`src/sv/ffd_pkg.sv`:
```
// ----------------------------------------------------------------------------
// ffd_pkg
// types shared by the face flux divergence controller and datapath
// ----------------------------------------------------------------------------
package ffd_pkg;

    typedef enum logic [4:0] {
        S_IDLE = 5'b00001,
        S_MUL  = 5'b00010,
        S_DIV  = 5'b00100,
        S_OUT  = 5'b01000,
        S_WAIT = 5'b10000
    } t_state;

    typedef struct packed {
        logic load;
        logic mul_step;
        logic div_start;
        logic div_step;
        logic finish;
    } t_cmd;

    typedef struct packed {
        logic mul_done;
        logic div_done;
        logic has_result;
    } t_status;

endpackage

```
`src/sv/ffd_if.sv`:
```
// ----------------------------------------------------------------------------
// ffd_in_if / ffd_out_if
// valid/ready channels carrying one face and one cell result
// ----------------------------------------------------------------------------
interface ffd_in_if #(parameter int DW = 32);
    logic          valid;
    logic          ready;
    logic [DW-1:0] flux;
    logic [DW-1:0] speed_minus;
    logic [DW-1:0] speed_plus;
    logic [DW-1:0] vel_minus;
    logic [DW-1:0] vel_plus;
    logic [DW-1:0] g_minus;
    logic [DW-1:0] g_plus;
    logic [DW-1:0] p_minus;
    logic [DW-1:0] p_plus;
    logic          row_end;
    modport source (output valid, flux, speed_minus, speed_plus, vel_minus, vel_plus,
                    g_minus, g_plus, p_minus, p_plus, row_end, input ready);
    modport sink (input valid, flux, speed_minus, speed_plus, vel_minus, vel_plus,
                  g_minus, g_plus, p_minus, p_plus, row_end, output ready);
endinterface

interface ffd_out_if #(parameter int DW = 32);
    logic          valid;
    logic          ready;
    logic [DW-1:0] flux_diff;
    logic [DW-1:0] divu_term;
    logic [DW-1:0] sum_g;
    logic [DW-1:0] sum_p;
    logic          cell_last;
    logic          div_fault;
    modport source (output valid, flux_diff, divu_term, sum_g, sum_p, cell_last,
                    div_fault, input ready);
    modport sink (input valid, flux_diff, divu_term, sum_g, sum_p, cell_last,
                  div_fault, output ready);
endinterface

```
`src/sv/ffd_ctrl.sv`:
```
// ----------------------------------------------------------------------------
// ffd_ctrl
// sequencer: accept, multiply, divide, deliver
// ----------------------------------------------------------------------------
module ffd_ctrl import ffd_pkg::*; (
    input  logic    i_clk,
    input  logic    i_rst_n,
    input  logic    i_in_valid,
    output logic    o_in_ready,
    output logic    o_out_valid,
    input  logic    i_out_ready,
    input  t_status i_status,
    output t_cmd    o_cmd
);
    t_state r_state, n_state;

    always_ff @(posedge i_clk) begin
        if (!i_rst_n) begin
            r_state <= S_IDLE;
        end else begin
            r_state <= n_state;
        end
    end

    always_comb begin
        n_state = r_state;
        o_cmd = '0;
        o_in_ready = 1'b0;
        o_out_valid = 1'b0;
        case (r_state)
            S_IDLE: begin
                o_in_ready = 1'b1;
                if (i_in_valid) begin
                    o_cmd.load = 1'b1;
                    n_state = S_MUL;
                end
            end
            S_MUL: begin
                if (i_status.mul_done) begin
                    o_cmd.div_start = 1'b1;
                    n_state = S_DIV;
                end else begin
                    o_cmd.mul_step = 1'b1;
                end
            end
            S_DIV: begin
                o_cmd.div_step = 1'b1;
                if (i_status.div_done) begin
                    n_state = S_OUT;
                end
            end
            S_OUT: begin
                o_cmd.finish = 1'b1;
                n_state = i_status.has_result ? S_WAIT : S_IDLE;
            end
            S_WAIT: begin
                o_out_valid = 1'b1;
                if (i_out_ready) begin
                    n_state = S_IDLE;
                end
            end
            default: n_state = S_IDLE;
        endcase
    end
endmodule

```
`src/sv/ffd_dp.sv`:
```
// ----------------------------------------------------------------------------
// ffd_dp
// datapath: serial multiplier, restoring divider, saturating adders, face state
// ----------------------------------------------------------------------------
module ffd_dp import ffd_pkg::*; #(
    parameter int DW = 32,
    parameter int FB = 16
) (
    input  logic          i_clk,
    input  logic          i_rst_n,
    input  t_cmd          i_cmd,
    output t_status       o_status,
    input  logic [DW-1:0] i_flux,
    input  logic [DW-1:0] i_am,
    input  logic [DW-1:0] i_ap,
    input  logic [DW-1:0] i_um,
    input  logic [DW-1:0] i_up,
    input  logic [DW-1:0] i_gm,
    input  logic [DW-1:0] i_gp,
    input  logic [DW-1:0] i_pm,
    input  logic [DW-1:0] i_pp,
    input  logic          i_last,
    output logic [DW-1:0] o_flux_diff,
    output logic [DW-1:0] o_divu,
    output logic [DW-1:0] o_sum_g,
    output logic [DW-1:0] o_sum_p,
    output logic          o_cell_last,
    output logic          o_fault
);
    localparam int PW = 2 * DW + 1;
    localparam int NW = PW;
    localparam int MC = $clog2(DW + 1);
    localparam int DC = $clog2(NW + 1);

    logic [DW-1:0] r_flux, r_gm, r_gp, r_pp, r_pm;
    logic          r_last;
    logic [DW:0]   r_den;
    logic          r_den_neg;
    logic [DW-1:0] r_ma, r_mb, r_mc, r_md;
    logic          r_neg1, r_neg2;
    logic [2*DW-1:0] r_acc1, r_acc2;
    logic [MC-1:0] r_mcnt;
    logic [NW-1:0] r_num;
    logic [DW+1:0] r_rem;
    logic          r_qneg;
    logic [DC-1:0] r_dcnt;
    logic          r_fault;

    logic          r_have_prev, r_prev_fault;
    logic [DW-1:0] r_prev_flux, r_prev_mixed, r_prev_gp, r_prev_pp;

    function automatic logic [DW-1:0] f_abs(input logic [DW-1:0] v);
        return v[DW-1] ? (~v + 1'b1) : v;
    endfunction

    function automatic logic [DW-1:0] f_sat(input logic [DW:0] v);
        if (v[DW] != v[DW-1]) return v[DW] ? {1'b1, {(DW-1){1'b0}}} : {1'b0, {(DW-1){1'b1}}};
        return v[DW-1:0];
    endfunction

    logic [DW:0] den_w;
    assign den_w = {i_ap[DW-1], i_ap} - {i_am[DW-1], i_am};

    // signed products assembled and difference taken
    logic [PW-1:0] s1, s2, num_w, num_mag;
    assign s1 = r_neg1 ? ~{1'b0, r_acc1} + 1'b1 : {1'b0, r_acc1};
    assign s2 = r_neg2 ? ~{1'b0, r_acc2} + 1'b1 : {1'b0, r_acc2};
    assign num_w = s1 - s2;
    assign num_mag = num_w[PW-1] ? ~num_w + 1'b1 : num_w;

    logic [DW+1:0] rem_sh, rem_sub;
    assign rem_sh = {r_rem[DW:0], r_num[NW-1]};
    assign rem_sub = rem_sh - {1'b0, r_den};

    // quotient grows in r_num low bits as dividend shifts out
    logic [NW-1:0] q_mag;
    logic [NW:0]   q_s;
    logic [DW-1:0] mixed;
    logic          q_ovf;
    assign q_mag = r_num;
    assign q_s = r_qneg ? ~{1'b0, q_mag} + 1'b1 : {1'b0, q_mag};
    assign q_ovf = r_qneg ? (q_mag > {{(NW-DW+1){1'b0}}, {(DW-1){1'b1}}} + 1'b1)
                          : (q_mag > {{(NW-DW+1){1'b0}}, {(DW-1){1'b1}}});
    assign mixed = r_fault ? '0 :
                   q_ovf ? (r_qneg ? {1'b1, {(DW-1){1'b0}}} : {1'b0, {(DW-1){1'b1}}})
                         : q_s[DW-1:0];

    assign o_status.mul_done = (r_mcnt == MC'(DW));
    assign o_status.div_done = r_fault || (r_dcnt == DC'(NW - 1));
    assign o_status.has_result = r_have_prev;

    always_ff @(posedge i_clk) begin
        if (i_cmd.load) begin
            r_flux <= i_flux;
            r_gm <= i_gm;
            r_gp <= i_gp;
            r_pm <= i_pm;
            r_pp <= i_pp;
            r_last <= i_last;
            r_den <= den_w[DW] ? ~den_w + 1'b1 : den_w;
            r_den_neg <= den_w[DW];
            r_fault <= (den_w == '0);
            r_ma <= f_abs(i_ap);
            r_mb <= f_abs(i_um);
            r_mc <= f_abs(i_am);
            r_md <= f_abs(i_up);
            r_neg1 <= i_ap[DW-1] ^ i_um[DW-1];
            r_neg2 <= i_am[DW-1] ^ i_up[DW-1];
            r_acc1 <= '0;
            r_acc2 <= '0;
            r_mcnt <= '0;
        end else if (i_cmd.mul_step) begin
            r_acc1 <= (r_acc1 << 1) + (r_mb[DW-1] ? {{DW{1'b0}}, r_ma} : '0);
            r_acc2 <= (r_acc2 << 1) + (r_md[DW-1] ? {{DW{1'b0}}, r_mc} : '0);
            r_mb <= r_mb << 1;
            r_md <= r_md << 1;
            r_mcnt <= r_mcnt + 1'b1;
        end
        if (i_cmd.div_start) begin
            r_num <= num_mag;
            r_rem <= '0;
            r_qneg <= num_w[PW-1] ^ r_den_neg;
            r_dcnt <= '0;
        end else if (i_cmd.div_step && !r_fault) begin
            if (!rem_sub[DW+1]) begin
                r_rem <= rem_sub;
                r_num <= {r_num[NW-2:0], 1'b1};
            end else begin
                r_rem <= rem_sh;
                r_num <= {r_num[NW-2:0], 1'b0};
            end
            r_dcnt <= r_dcnt + 1'b1;
        end
        if (i_cmd.finish) begin
            o_flux_diff <= f_sat({r_flux[DW-1], r_flux} - {r_prev_flux[DW-1], r_prev_flux});
            o_divu <= f_sat({mixed[DW-1], mixed} - {r_prev_mixed[DW-1], r_prev_mixed});
            o_sum_g <= f_sat({r_gm[DW-1], r_gm} + {r_prev_gp[DW-1], r_prev_gp});
            o_sum_p <= f_sat({r_pm[DW-1], r_pm} + {r_prev_pp[DW-1], r_prev_pp});
            o_cell_last <= r_last;
            o_fault <= r_fault | r_prev_fault;
        end
        if (!i_rst_n) begin
            r_have_prev <= 1'b0;
            r_prev_fault <= 1'b0;
            r_prev_flux <= '0;
            r_prev_mixed <= '0;
            r_prev_gp <= '0;
            r_prev_pp <= '0;
        end else if (i_cmd.finish) begin
            r_have_prev <= !r_last;
            r_prev_fault <= r_last ? 1'b0 : r_fault;
            r_prev_flux <= r_last ? '0 : r_flux;
            r_prev_mixed <= r_last ? '0 : mixed;
            r_prev_gp <= r_last ? '0 : r_gp;
            r_prev_pp <= r_last ? '0 : r_pp;
        end
    end
endmodule

```
`src/sv/face_flux_divergence_row.sv`:
```
// ----------------------------------------------------------------------------
// face_flux_divergence_row
// finite-volume flux divergence along a row of faces, saturating fixed point
// ----------------------------------------------------------------------------
// usage
//   s_in carries one face per transfer; the first face of a row gives no
//   result, every later face gives one cell result on m_out.  a face with
//   row_end closes the row and the next face starts a new one.
//   per face: a shift-add multiply, a restoring division for the mixed term
//   (cut short when the speeds are equal), then the result is formed; m_out
//   valid follows, and the block returns to idle after the result transfer.
//   one face is in flight at a time; s_in ready is low while it is.
//   reset clears the held face, so the first face after reset starts a row.
//   a stalled receiver holds the result in the output register and the
//   block takes no new face until the result transfer completes.
// ----------------------------------------------------------------------------
module face_flux_divergence_row import ffd_pkg::*; #(
    parameter int DATA_WIDTH = 32,
    parameter int FRAC_BITS = 16
) (
    input  logic i_clk,
    input  logic i_rst_n,
    ffd_in_if.sink    s_in,
    ffd_out_if.source m_out
);
    t_cmd    cmd;
    t_status status;

    ffd_ctrl u_ctrl (
        .i_clk       (i_clk),
        .i_rst_n     (i_rst_n),
        .i_in_valid  (s_in.valid),
        .o_in_ready  (s_in.ready),
        .o_out_valid (m_out.valid),
        .i_out_ready (m_out.ready),
        .i_status    (status),
        .o_cmd       (cmd)
    );

    ffd_dp #(.DW(DATA_WIDTH), .FB(FRAC_BITS)) u_dp (
        .i_clk       (i_clk),
        .i_rst_n     (i_rst_n),
        .i_cmd       (cmd),
        .o_status    (status),
        .i_flux      (s_in.flux),
        .i_am        (s_in.speed_minus),
        .i_ap        (s_in.speed_plus),
        .i_um        (s_in.vel_minus),
        .i_up        (s_in.vel_plus),
        .i_gm        (s_in.g_minus),
        .i_gp        (s_in.g_plus),
        .i_pm        (s_in.p_minus),
        .i_pp        (s_in.p_plus),
        .i_last      (s_in.row_end),
        .o_flux_diff (m_out.flux_diff),
        .o_divu      (m_out.divu_term),
        .o_sum_g     (m_out.sum_g),
        .o_sum_p     (m_out.sum_p),
        .o_cell_last (m_out.cell_last),
        .o_fault     (m_out.div_fault)
    );
endmodule

```
`src/flat_wrapper.sv`:
```
// flat-port wrapper written by rule: the top's interface ports become plain ports
module face_flux_divergence_row_flat import ffd_pkg::*;
#(
    parameter int DATA_WIDTH = 32,
    parameter int FRAC_BITS = 16
)
  (i_clk, i_rst_n, s_in_valid, s_in_flux, s_in_speed_minus, s_in_speed_plus, s_in_vel_minus, s_in_vel_plus, s_in_g_minus, s_in_g_plus, s_in_p_minus, s_in_p_plus, s_in_row_end, s_in_ready, m_out_valid, m_out_flux_diff, m_out_divu_term, m_out_sum_g, m_out_sum_p, m_out_cell_last, m_out_div_fault, m_out_ready);
  ffd_in_if #(.DW((32))) s_in_i ();
  ffd_out_if #(.DW((32))) m_out_i ();
  input  logic i_clk;
  input  logic i_rst_n;
  input wire logic [$bits(s_in_i.valid)-1:0] s_in_valid;
  input wire logic [$bits(s_in_i.flux)-1:0] s_in_flux;
  input wire logic [$bits(s_in_i.speed_minus)-1:0] s_in_speed_minus;
  input wire logic [$bits(s_in_i.speed_plus)-1:0] s_in_speed_plus;
  input wire logic [$bits(s_in_i.vel_minus)-1:0] s_in_vel_minus;
  input wire logic [$bits(s_in_i.vel_plus)-1:0] s_in_vel_plus;
  input wire logic [$bits(s_in_i.g_minus)-1:0] s_in_g_minus;
  input wire logic [$bits(s_in_i.g_plus)-1:0] s_in_g_plus;
  input wire logic [$bits(s_in_i.p_minus)-1:0] s_in_p_minus;
  input wire logic [$bits(s_in_i.p_plus)-1:0] s_in_p_plus;
  input wire logic [$bits(s_in_i.row_end)-1:0] s_in_row_end;
  output wire logic [$bits(s_in_i.ready)-1:0] s_in_ready;
  output wire logic [$bits(m_out_i.valid)-1:0] m_out_valid;
  output wire logic [$bits(m_out_i.flux_diff)-1:0] m_out_flux_diff;
  output wire logic [$bits(m_out_i.divu_term)-1:0] m_out_divu_term;
  output wire logic [$bits(m_out_i.sum_g)-1:0] m_out_sum_g;
  output wire logic [$bits(m_out_i.sum_p)-1:0] m_out_sum_p;
  output wire logic [$bits(m_out_i.cell_last)-1:0] m_out_cell_last;
  output wire logic [$bits(m_out_i.div_fault)-1:0] m_out_div_fault;
  input wire logic [$bits(m_out_i.ready)-1:0] m_out_ready;
  assign s_in_i.valid = s_in_valid;
  assign s_in_i.flux = s_in_flux;
  assign s_in_i.speed_minus = s_in_speed_minus;
  assign s_in_i.speed_plus = s_in_speed_plus;
  assign s_in_i.vel_minus = s_in_vel_minus;
  assign s_in_i.vel_plus = s_in_vel_plus;
  assign s_in_i.g_minus = s_in_g_minus;
  assign s_in_i.g_plus = s_in_g_plus;
  assign s_in_i.p_minus = s_in_p_minus;
  assign s_in_i.p_plus = s_in_p_plus;
  assign s_in_i.row_end = s_in_row_end;
  assign s_in_ready = s_in_i.ready;
  assign m_out_valid = m_out_i.valid;
  assign m_out_flux_diff = m_out_i.flux_diff;
  assign m_out_divu_term = m_out_i.divu_term;
  assign m_out_sum_g = m_out_i.sum_g;
  assign m_out_sum_p = m_out_i.sum_p;
  assign m_out_cell_last = m_out_i.cell_last;
  assign m_out_div_fault = m_out_i.div_fault;
  assign m_out_i.ready = m_out_ready;
  face_flux_divergence_row #(.DATA_WIDTH(DATA_WIDTH), .FRAC_BITS(FRAC_BITS)) u_core (.i_clk(i_clk), .i_rst_n(i_rst_n), .s_in(s_in_i), .m_out(m_out_i));
endmodule
```
`config.mk`:
```
export PLATFORM = sky130hd
export DESIGN_NAME = face_flux_divergence_row_flat
export DESIGN_NICKNAME = d
export VERILOG_FILES = /design/src/sv/ffd_pkg.sv /design/src/sv/ffd_if.sv /design/src/sv/ffd_ctrl.sv /design/src/sv/ffd_dp.sv /design/src/sv/face_flux_divergence_row.sv /design/src/flat_wrapper.sv
export SDC_FILE = /design/constraint.sdc
export NUM_CORES = 2
export LEC_CHECK = 0
export BUFFER_PORTS_ARGS = -buffer_cell sky130_fd_sc_hd__clkbuf_2
export CAP_MARGIN = 40
export CELL_PAD_IN_SITES_DETAIL_PLACEMENT = 0
export CELL_PAD_IN_SITES_GLOBAL_PLACEMENT = 2
export CORE_ASPECT_RATIO = 0.6
export CORE_MARGIN = 5
export CORE_UTILIZATION = 39
export CTS_CLUSTER_DIAMETER = 30
export DETAILED_ROUTE_END_ITERATION = 10
export GPL_TIMING_DRIVEN = 0
export PLACE_DENSITY_LB_ADDON = 0.1
export REMOVE_ABC_BUFFERS = 1
export SYNTH_ARGS = -nofsm -noshare
export SYNTH_HDL_FRONTEND = slang
export SYNTH_SLANG_ARGS = --single-unit
export TNS_END_PERCENT = 1
```
`constraint.sdc`:
```
create_clock -name i_clk -period 14.2 [get_ports i_clk]
set_clock_uncertainty 0.2 [all_clocks]
set_input_delay 1.42 -clock i_clk [delete_from_list [all_inputs] [get_ports i_clk]]
set_output_delay 1.42 -clock i_clk [all_outputs]
set_load 0.02 [all_outputs]
```
==> summary.txt <==
Power
  – VDD IR max: about 0.14 mV
  – Leakage Power: 26.24 nW
  – Seq pwr share: between 20% and 30%
  – Net Sw Power: about 5.6 mW
  – Cell internal pwr: approximately 7.6 mW
  – Switching fraction of total power: a little over two fifths
  – Logic pwr share: 48.6%
  – Pwr Density: 199.0 mW/mm^2
  – Clock group share of total power: 30.1%

Drt
  – DRT iter0 DRCs: 3831
  – Final WL: 172.7 mm
  – Drt wl/cell: around 20 um
  – DRC viols: 0
  – Total number of vias: roughly 46000
  – DRT Pass-1 Iters: 6
  – Antenna Nets Post-Route: 0
  – Vias per inst: approximately 5.4

Critical path
  – Crit path max fanout: 19
  – WP data required: roughly 15 ns
  – CP startpoint kind: register
  – Critical Path Sink Type: register
  – WS Path Type: register to register
  – CP max stage delay: ~0.60 ns
  – Slowest library cell on the worst path: or4_4
  – R2r worst-path depth: 26
  – Crit path DAT: slightly above 9 ns

Cells and area
  – Filler instances: 13670
  – Layout cell share with drive strength beyond 1: 13.06%
  – Synth-to-layout area growth: 18.78%
  – Multi-input gate area: 0.03213 mm^2
  – Reg area: roughly 0.022 mm^2
  – Final Non-Filler Cells: approximately 8600
  – Post-route cell area: 0.06651 mm^2
  – Final Net Count: 7196

STA
  – Final setup fails: 0
  – Achievable Freq: around 110 MHz
  – Final period util: approximately three fifths
  – Final slew viol count: 0
  – Final Hold Violating Endpoints: 0
  – RSZ-0062 raised after global routing: false
  – Rel. slew slack: between 30% and 40%
  – Final min period: just under 9 ns
  – Setup ws final: 5.439 ns
  – TNS Setup: 0 ns
  – Worst slew pin tran: about 0.95 ns

Floorplan
  – Row count: 107
  – Core Box Area: about 0.14 mm^2
  – Chip width: around 500 um
  – Effective utilization at floorplan: between 30 and 40%
  – Die Height: approximately 300 um
  – IO Pins: about 430
  – Area of the die: approximately 0.15 mm^2

Synth
  – Synth Area in Compound Gates: about a fifth
  – Seq/Total Area, Yosys: 39.04%
  – XOR/XNOR Fraction of Synth Area: about a tenth
  – Largest family of logic cells by synthesized area: compound AO/OA/AOI/OAI gates
  – Synth Cell Area: 0.05600 mm^2
  – Commonest cells post-synth: nand2_1 (594), o21ai_0 (534), edfxtp_1 (522)
  – Number of synthesized register bits: roughly 830
  – Post-synthesis mux area share: less than 1%
  – Post-Synth Simple-Gate Area: 17.80%
  – Synth Flop Type: edfxtp_1
  – Synth area leader: edfxtp_1
  – Asr flop ratio synth: 0%
  – Post-synth EDFFs: around 520
  – Cells after Synth: slightly above 6000
  – Adder-cell share of the synthesized area: roughly 8.2%
  – Area contributors post-synth: edfxtp_1 (28%), dfxtp_1 (11%), ha_1 (7.5%)
  – Synth Area per Inst: 9.046 um^2
  – Most frequent cell after synthesis: nand2_1
  – Synth warn: 0
  – Synth cell types: 93
  – Yosys top cell area share: between 20% and 30%

Global routing
  – M3 GR Usage: a little under 5%
  – Vias in the first global route: about 42000
  – Tot GR Track Use: between 20% and 30%
  – Met2 Use GR: 27.25%
  – Gr busiest metal: met1
  – Largest net degree at the start of global routing: between 100 and 150
  – Initial antenna violation count: 24
  – First-pass GRT wire length: between 200 and 300 mm
  – M1 GR Usage: 36.43%
  – Overflow after GRT: 0

Place
  – Global placement routability congestion: about 0.9
  – Post-DP HPWL: 134.6 mm
  – IO buf count: around 420
  – Placed inst area: about 0.06 mm^2
  – Dpl cells: just over 8000
  – Place WS: around 5.7 ns

Clocking
  – Clk sink count: about 830
  – Clock root cell: clkbuf_16
  – Num CTS Buffers: 167
  – CTS tree: yes
  – Post-CTS Setup Bufs: 0
  – CTS max path bufs: 3
  – Post-cts sizing count: 0
  – H-tree levels: 4
  – Hold buffers post-CTS: 0
  – Skew-Pair Late Insertion Delay: just under 0.8 ns
  – Clock-pin slew on the worst setup and hold paths: about 0.050 ns

Min path
  – Hold Path Cell Cnt: 2
  – HP Class: register to register

Run
  – Max-Cap Viols: 0

Run status
  – Status: finished clean
## final cells by class
class | count | share of cell area, %
multi-input cells | 4799 | 48.31
inverters | 272 | 1.558
repair buffers | 489 | 4.885
flip-flops and latches | 831 | 32.87
clock inverters | 112 | 1.734
well taps | 1907 | 3.587
diodes | 18 | 0.06772
clock buffers | 203 | 6.987
## worst paths after layout
path | slack (ns) | end | from
worst max-delay path | 5.44 | u_core.u_dp.q_mag[9] | u_core.u_dp.r_acc2[13]
worst max register to register | 5.44 | u_core.u_dp.q_mag[9] | u_core.u_dp.r_acc2[13]
worst min register to register | 0.27 | u_core.u_dp.r_acc1[0] | u_core.u_dp.r_ma[0]
worst min-delay path | 0.27 | u_core.u_dp.r_acc1[0] | u_core.u_dp.r_ma[0]
## critical path: cells and delay by family, from the launching register on
| family | cells | cell delay (ns) |
|---|---|---|
| DFF | 1 | 0.43 |
| adders and majority gates | 1 | 0.45 |
| buffers and inverters | 3 | 0.64 |
| AOI/OAI and AO/OA | 9 | 2.01 |
| and+or+nand+nor | 11 | 4.00 |
| xor gates and xnor gates | 2 | 0.73 |
## per-stage QoR
step	utilization [%]	power [mW]	hold slack, ns
after CTS	46.71	13.20	0.2886
final	46.74	13.24	0.2745
after global routing	46.73	14.07	0.3098
after global placement	41.74	9.095	0.2586
after detailed placement	42.63	9.144	0.2724
after floorplan	-	7.224	0.2427
## layer usage
| layer | wire length (um) | vias to the layer above |
|---|---|---|
| met2 | 63510 | 1242 |
| met4 | 3321 | 0 |
| met5 | 0 | - |
| li1 | - | 23450 |
| met1 | 94100 | 21530 |
| met3 | 11750 | 190 |
## kinds of logic (layout without fill, tap and decap cells)
group	Yosys count	count (layout)
compound gates	1790	1790
xor+xnor	682	682
fa+ha+maj	368	368
buf+inv	560	1076
flops	831	831
mux	42	42
other cells	0	18
simple gates	1917	1917
## registers in the layout (all words and copies together), names as in the netlist, 33 cells and up
signal,cells
u_core.u_dp.r_acc1,64
u_core.u_dp.r_rem,33
u_core.u_dp.q_mag,65
u_core.u_dp.r_den,33
u_core.u_dp.r_acc2,64
## cell usage in the layout (no fill, tap or decap), drive strengths merged, types with 56 or more instances in the layout
cell type / count
nor3b: 106
buf: 64
a21o: 175
nand2: 594
nor3: 97
o31ai: 107
and3: 56
nand4: 73
nor2b: 166
and2: 97
dfxtp: 309
or3: 72
inv: 290
nand2b: 75
a21oi: 458
edfxtp: 522
nand3: 107
or4: 59
nor4: 64
ha: 334
clkinv: 58
nor2: 265
xor2: 289
o21ai: 607
xnor2: 393
clkbuf: 627
## power groups by stage
| stage | Sequential [mW] | Combinational [mW] | Clock (mW) |
|---|---|---|---|
| CTS | 2.82 | 6.30 | 4.07 |
| floorplan | 2.87 | 4.36 | 0 |
| global route | 2.83 | 7.03 | 4.20 |
| finish | 2.82 | 6.43 | 3.99 |
| detailed placement | 2.87 | 6.28 | 0 |
| global placement | 2.92 | 6.18 | 0 |
Note: power is estimated with default switching activity, not from simulation.
